**src/rtl/core/rolling_hash_substring_search_assert.svh**
```systemverilog
// Assertion macros shared by the rolling hash search RTL.
// Expects clk and arst_n in the scope of each use; no other dependencies.
`ifndef ROLLING_HASH_SUBSTRING_SEARCH_ASSERT_SVH
`define ROLLING_HASH_SUBSTRING_SEARCH_ASSERT_SVH

// same-cycle implication
`define RHSS_ASSERT_IMPL(label, ante, cons, msg) \
	label: assert property (@(posedge clk) disable iff (!arst_n) (ante) |-> (cons)) \
		else $error(msg);

// next-cycle implication
`define RHSS_ASSERT_NEXT(label, ante, cons, msg) \
	label: assert property (@(posedge clk) disable iff (!arst_n) (ante) |=> (cons)) \
		else $error(msg);

// invariant
`define RHSS_ASSERT_ALWAYS(label, cond, msg) \
	`RHSS_ASSERT_IMPL(label, 1'b1, cond, msg)

`endif

```
**src/rtl/core/rhss_pkg.sv**
```systemverilog
// Package for the rolling hash substring search: sizes, beat types,
// sequencer states and the mod-997 fold. No dependencies.
package rhss_pkg;

	localparam int PATTERN_MAX = 16;
	localparam int TEXT_MAX    = 65536;
	localparam int IDX_W       = 4;
	localparam int LEN_W       = 5;
	localparam int POS_W       = 16;
	localparam int HASH_W      = 10;
	localparam int BYTE_W      = 8;
	localparam int CNT_W       = 4;

	localparam logic [HASH_W-1:0] HASH_MOD   = HASH_W'(997);
	localparam logic [BYTE_W-1:0] HASH_BASE  = BYTE_W'(26);
	localparam logic [POS_W-1:0]  COUNT_LIMIT = POS_W'(TEXT_MAX - 1);
	localparam logic [CNT_W-1:0]  MUL_STEPS  = CNT_W'(BYTE_W);
	localparam logic [LEN_W-1:0]  LEN_MAX    = LEN_W'(PATTERN_MAX);

	typedef enum logic {
		REQ_PATTERN = 1'b0,
		REQ_TEXT    = 1'b1
	} req_t;

	typedef struct packed {
		logic              req_type;
		logic [IDX_W-1:0]  pattern_index;
		logic [BYTE_W-1:0] byte_value;
		logic              end_of_text;
	} in_item_t;

	typedef struct packed {
		logic             found;
		logic [POS_W-1:0] match_position;
	} out_item_t;

	typedef struct packed {
		logic              start;
		logic [HASH_W-1:0] a;
		logic [BYTE_W-1:0] m;
		logic [HASH_W-1:0] add;
	} mm_req_t;

	typedef struct packed {
		logic              busy;
		logic              done;
		logic [HASH_W-1:0] result;
	} mm_rsp_t;

	typedef enum logic [2:0] {
		ST_IDLE,
		ST_PH,
		ST_LP,
		ST_DROP,
		ST_ROLL,
		ST_CMP,
		ST_EMIT
	} state_t;

	// reduce a value below 2*HASH_MOD
	function automatic logic [HASH_W-1:0] mod_fold(input logic [HASH_W:0] s);
		logic [HASH_W:0] m;
		m = {1'b0, HASH_MOD};
		return (s >= m) ? HASH_W'(s - m) : s[HASH_W-1:0];
	endfunction

endpackage

```
**src/rtl/core/rolling_hash_substring_search.sv**
```systemverilog
// Pattern byte at index 0 is stored directly; other pattern bytes take two multiplier passes.
// Text byte: one pass before the window fills, two after (drop, then roll), through the shared
// shift-add mod-997 multiplier. A hash hit adds a byte-by-byte compare of up to len_eff
// bytes; a result goes through ST_EMIT into the output register. One byte at a time.
// arst_n clears control, hashes, count and window ring; pattern store is not cleared.
// Depends on rhss_pkg, rhss_mulmod and rolling_hash_substring_search_assert.svh.
`include "rolling_hash_substring_search_assert.svh"

module rolling_hash_substring_search import rhss_pkg::*; (
	input  logic             clk,
	input  logic             arst_n,
	input  logic             in_valid,
	output logic             in_ready,
	input  in_item_t         in_data,
	output logic             out_valid,
	input  logic             out_ready,
	output out_item_t        out_data,
	input  logic             cfg_wr_en,
	input  logic [LEN_W-1:0] cfg_wr_data
);

	state_t            state_q, state_d;
	mm_req_t           mm_req;
	mm_rsp_t           mm_rsp;

	logic [LEN_W-1:0]  len_q;
	logic [LEN_W-1:0]  len_eff;
	logic [IDX_W-1:0]  lenm1;
	logic [BYTE_W-1:0] pat_q  [PATTERN_MAX];
	logic [BYTE_W-1:0] ring_q [PATTERN_MAX];
	logic [HASH_W-1:0] ph_q;
	logic [HASH_W-1:0] lp_q;
	logic [HASH_W-1:0] wh_q;
	logic [POS_W-1:0]  tc_q;
	logic              md_q;
	logic [BYTE_W-1:0] byte_q;
	logic              last_q;
	logic [IDX_W-1:0]  j_q;
	logic              res_found_q;
	logic [POS_W-1:0]  res_pos_q;
	logic              out_valid_q;
	out_item_t         out_q;

	logic              acc_in, pat_acc, txt_acc;
	logic              roll_fin, hash_ok, cmp_eq, cmp_hit, cmp_miss;
	logic              restart, emit_load, need_drop;
	logic [IDX_W-1:0]  rd_idx;
	logic [BYTE_W-1:0] ring_rd, pat_rd;
	logic [HASH_W-1:0] wh_sub;
	logic [POS_W-1:0]  start_pos;

	rhss_mulmod u_mulmod (
		.clk    (clk),
		.arst_n (arst_n),
		.req    (mm_req),
		.rsp    (mm_rsp)
	);

	always_comb begin
		if (len_q == '0) begin
			len_eff = LEN_W'(1);
		end else if (len_q > LEN_MAX) begin
			len_eff = LEN_MAX;
		end else begin
			len_eff = len_q;
		end
		lenm1 = IDX_W'(len_eff - LEN_W'(1));
	end

	assign in_ready  = (state_q == ST_IDLE);
	assign acc_in    = in_valid && in_ready;
	assign pat_acc   = acc_in && (in_data.req_type == REQ_PATTERN);
	assign txt_acc   = acc_in && (in_data.req_type == REQ_TEXT);
	assign need_drop = tc_q >= POS_W'(len_eff);

	assign rd_idx  = (state_q == ST_CMP) ? IDX_W'(lenm1 - j_q) : lenm1;
	assign ring_rd = ring_q[rd_idx];
	assign pat_rd  = pat_q[j_q];

	assign wh_sub = (wh_q >= mm_rsp.result) ? HASH_W'(wh_q - mm_rsp.result)
		: HASH_W'({1'b0, wh_q} + {1'b0, HASH_MOD} - {1'b0, mm_rsp.result});
	assign start_pos = POS_W'(tc_q + POS_W'(1) - POS_W'(len_eff));

	assign roll_fin  = (state_q == ST_ROLL) && mm_rsp.done;
	assign hash_ok   = (tc_q >= POS_W'(lenm1)) && (mm_rsp.result == ph_q);
	assign cmp_eq    = (ring_rd == pat_rd);
	assign cmp_hit   = (state_q == ST_CMP) && cmp_eq && (j_q == lenm1);
	assign cmp_miss  = (state_q == ST_CMP) && !cmp_eq;
	assign emit_load = (state_q == ST_EMIT) && (!out_valid_q || out_ready);
	assign restart   = cfg_wr_en || pat_acc
		|| (txt_acc && md_q && in_data.end_of_text)
		|| (roll_fin && !hash_ok && last_q)
		|| ((cmp_hit || cmp_miss) && last_q);

	always_ff @(posedge clk or negedge arst_n) begin
		if (!arst_n) begin
			state_q <= ST_IDLE;
		end else begin
			state_q <= state_d;
		end
	end

	always_comb begin
		state_d    = state_q;
		mm_req     = '0;
		mm_req.a   = wh_q;
		mm_req.m   = HASH_BASE;
		mm_req.add = HASH_W'(byte_q);
		unique case (state_q)
			ST_IDLE: begin
				if (pat_acc && (in_data.pattern_index != '0)) begin
					mm_req.start = 1'b1;
					mm_req.a     = ph_q;
					mm_req.add   = HASH_W'(in_data.byte_value);
					state_d      = ST_PH;
				end else if (txt_acc && !md_q) begin
					mm_req.start = 1'b1;
					if (need_drop) begin
						mm_req.a   = lp_q;
						mm_req.m   = ring_rd;
						mm_req.add = '0;
						state_d    = ST_DROP;
					end else begin
						mm_req.add = HASH_W'(in_data.byte_value);
						state_d    = ST_ROLL;
					end
				end
			end
			ST_PH: begin
				if (mm_rsp.done) begin
					mm_req.start = 1'b1;
					mm_req.a     = lp_q;
					mm_req.add   = '0;
					state_d      = ST_LP;
				end
			end
			ST_LP: begin
				if (mm_rsp.done) begin
					state_d = ST_IDLE;
				end
			end
			ST_DROP: begin
				if (mm_rsp.done) begin
					mm_req.start = 1'b1;
					mm_req.a     = wh_sub;
					state_d      = ST_ROLL;
				end
			end
			ST_ROLL: begin
				if (mm_rsp.done) begin
					if (hash_ok) begin
						state_d = ST_CMP;
					end else if (last_q) begin
						state_d = ST_EMIT;
					end else begin
						state_d = ST_IDLE;
					end
				end
			end
			ST_CMP: begin
				if (cmp_hit) begin
					state_d = ST_EMIT;
				end else if (cmp_miss) begin
					state_d = last_q ? ST_EMIT : ST_IDLE;
				end
			end
			ST_EMIT: begin
				if (emit_load) begin
					state_d = ST_IDLE;
				end
			end
			default: state_d = ST_IDLE;
		endcase
	end

	always_ff @(posedge clk or negedge arst_n) begin
		if (!arst_n) begin
			len_q       <= LEN_W'(1);
			ph_q        <= '0;
			lp_q        <= HASH_W'(1);
			wh_q        <= '0;
			tc_q        <= '0;
			md_q        <= 1'b0;
			j_q         <= '0;
			out_valid_q <= 1'b0;
			for (int k = 0; k < PATTERN_MAX; k++) begin
				ring_q[k] <= '0;
			end
		end else begin
			if (cfg_wr_en) begin
				len_q <= cfg_wr_data;
			end
			if (pat_acc && (in_data.pattern_index == '0)) begin
				ph_q <= HASH_W'(in_data.byte_value);
				lp_q <= HASH_W'(1);
			end
			if ((state_q == ST_PH) && mm_rsp.done) begin
				ph_q <= mm_rsp.result;
			end
			if ((state_q == ST_LP) && mm_rsp.done) begin
				lp_q <= mm_rsp.result;
			end
			if ((state_q == ST_DROP) && mm_rsp.done) begin
				wh_q <= wh_sub;
			end
			if (roll_fin) begin
				wh_q <= mm_rsp.result;
				for (int k = PATTERN_MAX - 1; k > 0; k--) begin
					ring_q[k] <= ring_q[k-1];
				end
				ring_q[0] <= byte_q;
				if (tc_q < COUNT_LIMIT) begin
					tc_q <= tc_q + POS_W'(1);
				end
				j_q <= '0;
			end
			if ((state_q == ST_CMP) && cmp_eq && !cmp_hit) begin
				j_q <= j_q + IDX_W'(1);
			end
			if (cmp_hit) begin
				md_q <= 1'b1;
			end
			if (out_valid_q && out_ready) begin
				out_valid_q <= 1'b0;
			end
			if (emit_load) begin
				out_valid_q <= 1'b1;
			end
			if (restart) begin
				wh_q <= '0;
				tc_q <= '0;
				md_q <= 1'b0;
				for (int k = 0; k < PATTERN_MAX; k++) begin
					ring_q[k] <= '0;
				end
			end
		end
	end

	always_ff @(posedge clk) begin
		if (pat_acc) begin
			pat_q[in_data.pattern_index] <= in_data.byte_value;
		end
		if (txt_acc) begin
			byte_q <= in_data.byte_value;
			last_q <= in_data.end_of_text;
		end
		if (roll_fin) begin
			res_found_q <= 1'b0;
			res_pos_q   <= hash_ok ? start_pos : '0;
		end
		if (cmp_miss) begin
			res_pos_q <= '0;
		end
		if (cmp_hit) begin
			res_found_q <= 1'b1;
		end
		if (emit_load) begin
			out_q.found          <= res_found_q;
			out_q.match_position <= res_pos_q;
		end
	end

	assign out_valid = out_valid_q;
	assign out_data  = out_q;

	`RHSS_ASSERT_ALWAYS(a_hash_reduced, (wh_q < HASH_MOD) && (ph_q < HASH_MOD) && (lp_q < HASH_MOD), "hash state not reduced")
	`RHSS_ASSERT_IMPL(a_idle_unit_free, state_q == ST_IDLE, !mm_rsp.busy, "multiplier busy while idle")
	`RHSS_ASSERT_IMPL(a_notfound_zero, out_valid_q && !out_q.found, out_q.match_position == '0, "not-found beat with nonzero position")
	`RHSS_ASSERT_NEXT(a_emit_shows, emit_load, out_valid_q, "result beat not presented")

endmodule

```
**src/rtl/core/rhss_mulmod.sv**
```systemverilog
// Shared shift-add multiplier mod 997: (a*m + add) mod 997, one bit of m per cycle.
// Depends on rhss_pkg and rolling_hash_substring_search_assert.svh.
`include "rolling_hash_substring_search_assert.svh"

module rhss_mulmod import rhss_pkg::*; (
	input  logic    clk,
	input  logic    arst_n,
	input  mm_req_t req,
	output mm_rsp_t rsp
);

	logic              busy_q;
	logic              done_q;
	logic [CNT_W-1:0]  cnt_q;
	logic [HASH_W-1:0] a_q;
	logic [BYTE_W-1:0] m_q;
	logic [HASH_W-1:0] add_q;
	logic [HASH_W-1:0] acc_q;
	logic [HASH_W-1:0] dbl;
	logic [HASH_W-1:0] addend;
	logic [HASH_W-1:0] step_v;
	logic [HASH_W-1:0] fin_v;

	always_comb begin
		dbl    = mod_fold({acc_q, 1'b0});
		addend = m_q[BYTE_W-1] ? a_q : '0;
		step_v = mod_fold({1'b0, dbl} + {1'b0, addend});
		fin_v  = mod_fold({1'b0, acc_q} + {1'b0, add_q});
	end

	always_ff @(posedge clk or negedge arst_n) begin
		if (!arst_n) begin
			busy_q <= 1'b0;
			done_q <= 1'b0;
			cnt_q  <= '0;
			acc_q  <= '0;
		end else begin
			done_q <= 1'b0;
			if (req.start) begin
				busy_q <= 1'b1;
				cnt_q  <= '0;
				acc_q  <= '0;
			end else if (busy_q) begin
				if (cnt_q == MUL_STEPS) begin
					acc_q  <= fin_v;
					busy_q <= 1'b0;
					done_q <= 1'b1;
				end else begin
					acc_q <= step_v;
					cnt_q <= cnt_q + CNT_W'(1);
				end
			end
		end
	end

	always_ff @(posedge clk) begin
		if (req.start) begin
			a_q   <= req.a;
			m_q   <= req.m;
			add_q <= req.add;
		end else if (busy_q) begin
			m_q <= {m_q[BYTE_W-2:0], 1'b0};
		end
	end

	assign rsp.busy   = busy_q;
	assign rsp.done   = done_q;
	assign rsp.result = acc_q;

	`RHSS_ASSERT_IMPL(a_no_start_busy, req.start, !busy_q, "start while unit busy")
	`RHSS_ASSERT_IMPL(a_done_reduced, done_q, acc_q < HASH_MOD, "result not reduced")
	`RHSS_ASSERT_IMPL(a_cnt_bound, busy_q, cnt_q <= MUL_STEPS, "step count overrun")

endmodule

```
**config.mk**
```make
export PLATFORM = sky130hd
export DESIGN_NAME = rolling_hash_substring_search
export DESIGN_NICKNAME = d
export VERILOG_FILES = /design/src/rtl/core/rhss_pkg.sv /design/src/rtl/core/rolling_hash_substring_search.sv /design/src/rtl/core/rhss_mulmod.sv
export VERILOG_INCLUDE_DIRS = /design/src /design/src/rtl/core
export SDC_FILE = /design/constraint.sdc
export NUM_CORES = 1
export LEC_CHECK = 0
export BUFFER_PORTS_ARGS = -buffer_cell sky130_fd_sc_hd__buf_2
export CAP_MARGIN = 0
export CORE_ASPECT_RATIO = 0.5
export CORE_MARGIN = 2
export CORE_UTILIZATION = 31
export CTS_CLUSTER_SIZE = 25
export DETAILED_ROUTE_END_ITERATION = 6
export PLACE_DENSITY = 0.42
export SLEW_MARGIN = 10
export SYNTH_ARGS = -nofsm -noshare
export SYNTH_HDL_FRONTEND = slang
export SYNTH_SLANG_ARGS = --single-unit
```
**constraint.sdc**
```tcl
create_clock -name clk -period 8.8 [get_ports clk]
set_input_delay 1.32 -clock clk [delete_from_list [all_inputs] [get_ports clk]]
set_output_delay 1.32 -clock clk [all_outputs]
set_load 0.01 [all_outputs]
```
Yosys cells after proc, flatten, opt, wreduce, memory -nomap -nowiden
Memories as Yosys holds them, arrays and structs flattened.
Index checks and enable logic that the tools add are counted.
{"block": "totals", "regBits": 275, "input_bits": 24, "wordCells": 202, "memories": 1, "ramBits": 128, "output_inout_bits": 19}
{"memory": "pat_q", "words": 16, "width": 8, "read_ports": 1, "rd_clocked_by_memory_dff": 0, "wr": 1, "line_no": "rolling_hash_substring_search.sv:29", "rtl": "logic [BYTE_W-1:0] pat_q [PATTERN_MAX];"}
{"block": "op_classes", "addsub": 14, "reduce_logical": 49, "n_bitwise": 2, "n_mux": 71, "n_eq_ne": 18, "n_lt_le_gt_ge": 9}
{"op": "128-bit two-way mux", "n": 2}
{"op": "10-bit two-way mux", "n": 16}
{"op": "16-bit two-way mux", "n": 4}
{"op": "8-bit two-way mux", "n": 8}
{"op": "3-bit two-way mux", "n": 12}
{"op": "11-bit by 10-bit greater-or-equal comparator with 1-bit output, second input constant", "n": 3}
{"op": "11-bit two-way mux", "n": 3}
{"op": "11-bit case mux with 3 select lines", "n": 1}
{"op": "8-bit binary-select mux with 4-bit select", "n": 1}
{"op": "10-bit subtractor, second input constant", "n": 3}
{"op": "29-bit two-way mux", "n": 1}
{"op": "4-bit two-way mux", "n": 6}
{"op": "10-bit by 10-bit adder with 11-bit output", "n": 2}
{"op": "1-bit logical AND", "n": 22}
{"op": "3-bit case mux with 7 select lines", "n": 1}
{"op": "10-bit case mux with 2 select lines", "n": 1}
{"op": "10-bit subtractor", "n": 2}
{"op": "18-bit two-way mux", "n": 1}
{"op": "16-bit by 1-bit adder with 16-bit output, second input constant", "n": 1}
{"op": "16-bit by 4-bit greater-or-equal comparator with 1-bit output", "n": 1}
{"op": "16-bit by 5-bit greater-or-equal comparator with 1-bit output", "n": 1}
{"op": "16-bit < comparator, second input constant", "n": 1}
{"op": "2-bit nonzero test", "n": 8}
{"op": "16-bit by 5-bit subtractor with 16-bit output", "n": 1}
{"op": "31 further kinds", "n": 61}

Longest topological paths before layout
{"block": "depth", "depth_word": 18, "ltp_mapped": 20, "ltp_nobuf": 19}

Modules after synthesis
From an unflattened synthesis, not the netlist that was laid out.
{"block": "hier_totals", "cells_unflattened": 1935, "area_unflattened_um2": 21739.6}
{"mod": "rolling_hash_substring_search", "seq_area_each_um2": 9671.8, "cells_per_inst": 1596, "instances": 1, "area_each_um2": 18382.6}
{"mod": "rhss_mulmod", "seq_area_each_um2": 1241.2, "cells_per_inst": 339, "instances": 1, "area_each_um2": 3357.0}

Worst setup path after synthesis
OpenSTA, ideal clock, no wires.
{"block": "synth_path", "kind": "register to register", "from": "reg u_mulmod.acc_q[1]", "to": "reg u_mulmod.acc_q[3]", "setup_time_ps": 136, "path_stages_with_launch": 19, "period_less_slack_ps": 4546, "path_buffers": 0, "t_required_ps": 8664, "path_slack_ps": 4254, "arrival_ps": 4410, "path_cell_list": "dfrtp_1 ha_1 or3_1 nand3_1 nor3_1 a21oi_1 inv_1 ha_1 fa_1 a21o_1 a21oi_1 o21bai_1 a21oi_1 mux2i_1 a311o_1 a41oi_1 o22ai_1 a221oi_1 o21ai_0"}
{"block": "synth_between", "elab_chain_len": 8, "elab_cells_between_ends": 14, "cone_classes": "5 x add/sub; 3 x order compare; 6 x mux"}
{"element": "from (decl)", "line_no": "rhss_mulmod.sv:18", "rtl": "logic [HASH_W-1:0] acc_q;"}
{"element": "from (signal assigned)", "line_no": "rhss_mulmod.sv:45", "rtl": "acc_q <= fin_v;"}
{"element": "from (signal assigned)", "line_no": "rhss_mulmod.sv:49", "rtl": "acc_q <= step_v;"}
{"element": "10-bit subtractor or 11-bit by 10-bit greater-or-equal comparator with 1-bit output (tied branches)", "line_no": "rhss_pkg.sv:64", "rtl": "return (s >= m) ? HASH_W'(s - m) : s[HASH_W-1:0];"}
{"element": "10-bit two-way mux", "line_no": "rhss_pkg.sv:64"}
{"element": "10-bit by 10-bit adder with 11-bit output", "line_no": "rhss_mulmod.sv:27", "rtl": "step_v = mod_fold({1'b0, dbl} + {1'b0, addend});"}
{"element": "10-bit subtractor or 11-bit by 10-bit greater-or-equal comparator with 1-bit output (tied branches)", "line_no": "rhss_pkg.sv:64"}
{"element": "10-bit two-way mux", "line_no": "rhss_pkg.sv:64"}
{"element": "10-bit two-way mux (*)", "line_no": "rhss_mulmod.sv:44", "rtl": "if (cnt_q == MUL_STEPS) begin"}
{"element": "10-bit two-way mux (*)", "line_no": "rhss_mulmod.sv:43", "rtl": "end else if (busy_q) begin"}
{"element": "10-bit two-way mux (*)", "line_no": "rhss_mulmod.sv:39", "rtl": "if (req.start) begin"}
Mark *: on every way between the ends. The rest lies on a longest branch, timed or not. The select of a mux whose other input is x is not followed.
A chain may end at the register's enable or synchronous reset.

Worst setup path after layout
{"block": "layout_path", "from": "reg len_q[4]", "to": "reg ring_q[36] (netlist name)"}
{"block": "layout_between", "elab_chain_len": 17, "elab_cells_between_ends": 28, "cone_classes": "2 x add/sub; 2 x order compare; 2 x eq/ne; 7 x mux; 1 x bitwise; 14 x reduce/logical"}
{"element": "from (decl)", "line_no": "rolling_hash_substring_search.sv:26", "rtl": "logic [LEN_W-1:0] len_q;"}
{"element": "from (signal assigned)", "line_no": "rolling_hash_substring_search.sv:191", "rtl": "len_q <= cfg_wr_data;"}
{"element": "5-bit > comparator", "line_no": "rolling_hash_substring_search.sv:62", "rtl": "end else if (len_q > LEN_MAX) begin"}
{"element": "5-bit two-way mux", "line_no": "rolling_hash_substring_search.sv:62"}
{"element": "5-bit two-way mux (*)", "line_no": "rolling_hash_substring_search.sv:60", "rtl": "if (len_q == '0) begin"}
{"element": "4-bit by 1-bit subtractor with 4-bit output (*)", "line_no": "rolling_hash_substring_search.sv:67", "rtl": "lenm1 = IDX_W'(len_eff - LEN_W'(1));"}
{"element": "4-bit subtractor", "line_no": "rolling_hash_substring_search.sv:76", "rtl": "assign rd_idx = (state_q == ST_CMP) ? IDX_W'(lenm1 - j_q) : lenm1;"}
{"element": "4-bit two-way mux", "line_no": "rolling_hash_substring_search.sv:76"}
{"element": "4-bit NOT with 5-bit output (implied by the code)", "line_no": "rolling_hash_substring_search.sv:77", "rtl": "assign ring_rd = ring_q[rd_idx];"}
{"element": "8-bit binary-select mux with 4-bit select", "line_no": "rolling_hash_substring_search.sv:77"}
{"element": "8-bit two-way mux (implied by the code) (2 in series)", "line_no": "rolling_hash_substring_search.sv:77"}
{"element": "8-bit equality test", "line_no": "rolling_hash_substring_search.sv:86", "rtl": "assign cmp_eq = (ring_rd == pat_rd);"}
{"element": "1-bit logical AND or 1-bit logical NOT (tied branches)", "line_no": "rolling_hash_substring_search.sv:87, rolling_hash_substring_search.sv:88"}
{"element": "1-bit logical AND, on equally long branches", "line_no": "rolling_hash_substring_search.sv:87, rolling_hash_substring_search.sv:88"}
{"element": "1-bit logical OR", "line_no": "rolling_hash_substring_search.sv:93", "rtl": "|| ((cmp_hit || cmp_miss) && last_q);"}
{"element": "1-bit logical AND", "line_no": "rolling_hash_substring_search.sv:93"}
{"element": "1-bit logical OR (*)", "line_no": "rolling_hash_substring_search.sv:93"}
{"element": "128-bit two-way mux or 2-bit nonzero test (tied branches)"}
{"element": "to (signal, indexed assignment)", "line_no": "rolling_hash_substring_search.sv:209", "rtl": "ring_q[k] <= ring_q[k-1];"}
{"element": "to (decl)", "line_no": "rolling_hash_substring_search.sv:30", "rtl": "logic [BYTE_W-1:0] ring_q [PATTERN_MAX];"}
Marks and branches as above.

==> Flow_metrics.wiki <==
{| class="wikitable"
! Metric !! Value
|-
| Number of top-level pins || 43
|-
| Die area || 73,810 µm²
|-
| Launch point of the worst reg-to-reg path || len_q[4]$_DFFE_PN0P_
|-
| Setup crit end kind || register
|-
| Worst hold margin || 0.4280 ns
|-
| Result of the run || completed
|-
| Setup slack of the worst register-to-register path || 1.58 ns
|-
| Yosys warns || 0
|-
| WP data arrival || 7.66 ns
|-
| Most common cell in the synthesized netlist || sky130_fd_sc_hd__nor2_1
|-
| Post-route non-filler standard cell count || 3,063
|-
| Number of register bits inferred by synthesis || 401
|-
| Mux share of post-synthesis cell area || 7.579%
|-
| Final Cycle Share || 82.00%
|-
| Number of distinct library cell variants in the gate-level netlist after synthesis || 94
|-
| Proportion of netlist area held by the largest area contributor || 24.38%
|-
| Cts-stage hold buffer count || 0
|-
| Combined area of all synthesized cells || 22,170 µm²
|-
| Buffer count from post-CTS setup fixing || 0
|-
| Ordered cell list for the critical path || clkinv_1 -> o21a_1 -> inv_1 -> ha_1 -> xnor2_2 -> ha_1 -> a21oi_1 -> and4_1 -> buf_4 -> nor2_4 -> xnor2_1 -> mux2i_1 -> and3_1 -> o221ai_1 -> o41ai_2 -> a41oi_4 -> buf_12 -> nor2_1
|-
| Overall die width || 382.2 µm
|-
| TritonCTS clock tree || done
|-
| Clock Path Buffers || 3
|-
| Most instantiated cells after synthesis || sky130_fd_sc_hd__nor2_1 (235), sky130_fd_sc_hd__dfrtp_1 (202), sky130_fd_sc_hd__edfxtp_1 (180), sky130_fd_sc_hd__nand2_1 (160), sky130_fd_sc_hd__a22oi_1 (151)
|-
| Cell types occupying the most area after synthesis || sky130_fd_sc_hd__edfxtp_1 (24%), sky130_fd_sc_hd__dfrtp_1 (23%), sky130_fd_sc_hd__a22oi_1 (5.1%)
|-
| TritonCTS Buffers || 42
|-
| Post-synthesis share of cell area spent on and, or, nand and nor gates || 13.05%
|-
| Maximum level of the CTS H-tree || 2
|-
| Layout Area Growth over Synthesis || 11.53%
|-
| Leakage power of the design || 9.727 nW
|-
| Post-cts repair resize count || 0
|-
| Remaining antenna violation count || 0
|-
| WS Path Type || register to register
|-
| Vertical die dimension || 193.1 µm
|-
| Worst VDD drop || 138.4 µV
|-
| Critical Path Source || len_q[4]$_DFFE_PN0P_
|-
| First DRT Iteration DRCs || 1,478
|-
| Share of final-layout standard cells stronger than drive strength 1 || 11.73%
|-
| Share of synthesized area occupied by flip-flops and latches || 48.95%
|-
| Post-synthesis instance total || 2,087
|-
| Number of antenna violations at the first check in global routing || 1
|-
| Total wire length || 65,830 µm
|-
| Placer congestion estimate || 0.8051
|-
| Post-DP HPWL || 45,140 µm
|-
| Share of synthesized cell area in full adder, half adder and majority cells || 4.729%
|-
| Total nets after synthesis || 2,190
|-
| Net count, final || 2,177
|-
| Number of remaining DRC errors || 0
|-
| Routed wire per std cell || 21.49 µm
|-
| Area post-placement || 23,390 µm²
|-
| Total number of vias || 16,439
|-
| Worst Skew || 0.01773 ns
|-
| Buffers and inverters on the worst path || 4
|-
| Critical-path cell with the highest stage delay || sky130_fd_sc_hd__xnor2_1
|-
| Shortest clock period the worst path allows after layout || 7.216 ns
|-
| Most used flip-flop cell after synthesis || sky130_fd_sc_hd__dfrtp_1
|-
| Max-cap violations || 0
|-
| Final setup violation count || 0
|-
| Total congestion overflow after global routing || 0
|-
| Dominant cell type by count on the critical path || sky130_fd_sc_hd__ha_1
|-
| CP max FO || 128
|-
| Worst hold-check path type || register to register
|-
| Count of final max-slew check failures || 0
|-
| Compound-gate portion of the synthesized area || 17.83%
|-
| Data required time at the worst endpoint || 9.24 ns
|-
| Buffers added on ports || 42
|-
| Maximum frequency from static timing analysis || 0.1386 GHz
|-
| Worst slew margin || 16.52%
|-
| Number of enable flip-flop cells after synthesis || 180
|-
| Biggest area consumer among synthesized cells || sky130_fd_sc_hd__edfxtp_1
|-
| Launching element type of the critical path || register
|-
| Slew at the pin closest to its max-slew limit || 1.252 ns
|-
| Final core utilization || 34.89%
|-
| ANT cells || 0
|-
| Total Negative Setup Slacks || 0 ns
|-
| Post-Synth XOR/XNOR Area || 3.990%
|-
| Buffer type at the clock tree root || sky130_fd_sc_hd__clkbuf_16
|-
| Hold path startpoint || res_pos_q[15]$_SDFFE_PP0P_
|-
| Max incr delay on CP || 0.97 ns
|-
| Core Rows || 69
|-
| Fillcell total || 7,103
|-
| TritonRoute pass-1 iters || 6
|-
| Wire length of the first global-routing pass || 101,600 µm
|-
| PD cells || 300.1 nW/µm²
|-
| Starting Density || 31.28%
|-
| Placed Cells || 2,988
|-
| Clock latency on the worst-skew pair || 0.59 ns
|-
| Clock slew at the register clock pins of the worst setup and hold paths || 0.06 ns
|-
| Via count of the first global-routing pass || 16,039
|-
| Fraction of registers with async set or reset after synthesis || 50.87%
|-
| Area of all placed cells without fillers || 24,730 µm²
|-
| Ratio of routed vias to standard cells || 5.367
|-
| Number of hold violations in the final report || 0
|-
| Core Region || 70,880 µm²
|-
| Family of cells with the greatest summed delay on the critical path || compound AO/OA/AOI/OAI gates
|-
| RSZ-0062 raised after global routing || no
|-
| Maximum number of pins on one net before global-route repair || 129
|-
| Total routing resource utilization after global routing || 17.82%
|-
| Main combinational cell family by area after synthesis || compound AO/OA/AOI/OAI gates
|-
| Mean instance size in the synthesized netlist || 10.62 µm²
|-
| Clock Sink Count || 401
|}
## layout make-up
class                      instances  area [µm²]  share of cell area (%)
sequential                       401       10850                   43.90
inverter                          77       289.0                   1.169
clock buffer                      51        1105                   4.468
tap                              958        1199                   4.847
timing repair buffer              78       503.0                   2.034
clock inverter                    24       227.7                  0.9209
multi-input combinational       1474       10550                   42.67
## logic make-up (layout without fill, tap and decap cells)
kind of cell	Yosys count	count (layout)
compound gates	565	565
xor+xnor	98	98
fa+ha+maj	79	79
buf+inv	212	230
flops	401	401
mux	106	106
simple gates	626	626
## state kept, by name, summed over array words and instances, names as in the netlist, 3 cells and up
| register | cells |
|---|---|
| u_mulmod.a_q | 10 |
| tc_q | 16 |
| pat_q | 128 |
| byte_q | 8 |
| wh_q | 10 |
| u_mulmod.m_q | 8 |
| u_mulmod.cnt_q | 4 |
| u_mulmod.acc_q | 10 |
| u_mulmod.add_q | 8 |
| j_q | 4 |
| lp_q | 10 |
| ring_q | 128 |
| out_data | 17 |
| len_q | 5 |
| state_q | 3 |
| res_pos_q | 16 |
| ph_q | 10 |
## metal layers
layer  GRT usage [%]  part of all wire (%)  up-vias  routed length, µm
met5               0                     0        -                  0
met4           3.876                   1.8        0               1188
met3           2.728                   4.1       67               2685
met2           27.15                    43      267              28640
met1           26.64                    51     8318              33320
li1                -                     -     7787                  -
## through the flow
| stage | setup WS (ns) | power [W] |
|---|---|---|
| finish | 1.584 | 0.007420 |
| global route | 0.9244 | 0.007980 |
| CTS | 1.576 | 0.007508 |
| detailed placement | 1.605 | 0.005666 |
| global placement | 1.939 | 0.005672 |
| floorplan | 4.254 | 0.004739 |
## power breakdown
part           total, W  internal, W  switching, W  leakage (nW)
combinational   0.00322      0.00123       0.00199          4.57
sequential      0.00241      0.00218      0.000228          4.52
clock           0.00179     0.000990      0.000803         0.640
## cell usage in the layout (no fill, tap or decap), types with 11 or more instances in the layout
master | synthesis | layout
sky130_fd_sc_hd__buf_4 | 1 | 35
sky130_fd_sc_hd__edfxtp_1 | 180 | 180
sky130_fd_sc_hd__inv_1 | 73 | 73
sky130_fd_sc_hd__nor2_1 | 235 | 234
sky130_fd_sc_hd__dfxtp_1 | 17 | 17
sky130_fd_sc_hd__o211a_1 | 12 | 12
sky130_fd_sc_hd__and3_1 | 13 | 13
sky130_fd_sc_hd__a221oi_1 | 20 | 20
sky130_fd_sc_hd__a211oi_1 | 15 | 15
sky130_fd_sc_hd__o221ai_1 | 11 | 11
sky130_fd_sc_hd__a31oi_1 | 17 | 17
sky130_fd_sc_hd__dfrtp_1 | 202 | 201
sky130_fd_sc_hd__mux4_2 | 48 | 48
sky130_fd_sc_hd__xnor2_1 | 73 | 73
sky130_fd_sc_hd__buf_2 | 29 | 41
sky130_fd_sc_hd__a21oi_1 | 88 | 88
sky130_fd_sc_hd__nand2_1 | 160 | 160
sky130_fd_sc_hd__o211ai_1 | 19 | 19
sky130_fd_sc_hd__nand4_1 | 13 | 13
sky130_fd_sc_hd__clkbuf_16 | 0 | 42
sky130_fd_sc_hd__ha_1 | 71 | 71
sky130_fd_sc_hd__a21o_1 | 20 | 20
sky130_fd_sc_hd__xor2_1 | 23 | 23
sky130_fd_sc_hd__o21ai_0 | 102 | 101
sky130_fd_sc_hd__o22ai_1 | 11 | 11
sky130_fd_sc_hd__mux2_2 | 15 | 15
sky130_fd_sc_hd__mux2i_1 | 43 | 43
sky130_fd_sc_hd__nor4_1 | 21 | 18
sky130_fd_sc_hd__nor3_1 | 43 | 38
sky130_fd_sc_hd__a22oi_1 | 151 | 151
sky130_fd_sc_hd__nand3_1 | 52 | 52
sky130_fd_sc_hd__nand2b_1 | 14 | 14
sky130_fd_sc_hd__a211o_1 | 15 | 15
sky130_fd_sc_hd__and2_1 | 28 | 28
## worst register-to-register path, stage by stage (launching register included)
cell and delay, ns:
sky130_fd_sc_hd__dfrtp_1 0.61, sky130_fd_sc_hd__clkinv_1 0.56, sky130_fd_sc_hd__o21a_1 0.41, sky130_fd_sc_hd__inv_1 0.17
sky130_fd_sc_hd__ha_1 0.21, sky130_fd_sc_hd__xnor2_2 0.16, sky130_fd_sc_hd__ha_1 0.33, sky130_fd_sc_hd__a21oi_1 0.30
sky130_fd_sc_hd__and4_1 0.24, sky130_fd_sc_hd__buf_4 0.30, sky130_fd_sc_hd__nor2_4 0.15, sky130_fd_sc_hd__xnor2_1 0.97
sky130_fd_sc_hd__mux2i_1 0.31, sky130_fd_sc_hd__and3_1 0.27, sky130_fd_sc_hd__o221ai_1 0.20, sky130_fd_sc_hd__o41ai_2 0.21
sky130_fd_sc_hd__a41oi_4 0.92, sky130_fd_sc_hd__buf_12 0.46, sky130_fd_sc_hd__nor2_1 0.29
## path summary, 6_finish.rpt
path / cells past startpoint / end
setup / recovery: 18 / ring_q[36]$_DFFE_PN0P_
hold / removal: 0 / out_data[15]$_DFFE_PP_
setup reg to reg: 18 / ring_q[36]$_DFFE_PN0P_
hold reg to reg: 0 / out_data[15]$_DFFE_PP_
max in group asynchronous: 2 / ring_q[34]$_DFFE_PN0P_
min in group asynchronous: 1 / wh_q[3]$_DFFE_PN0P_
No activity file was read; power rests on OpenSTA's default activity.
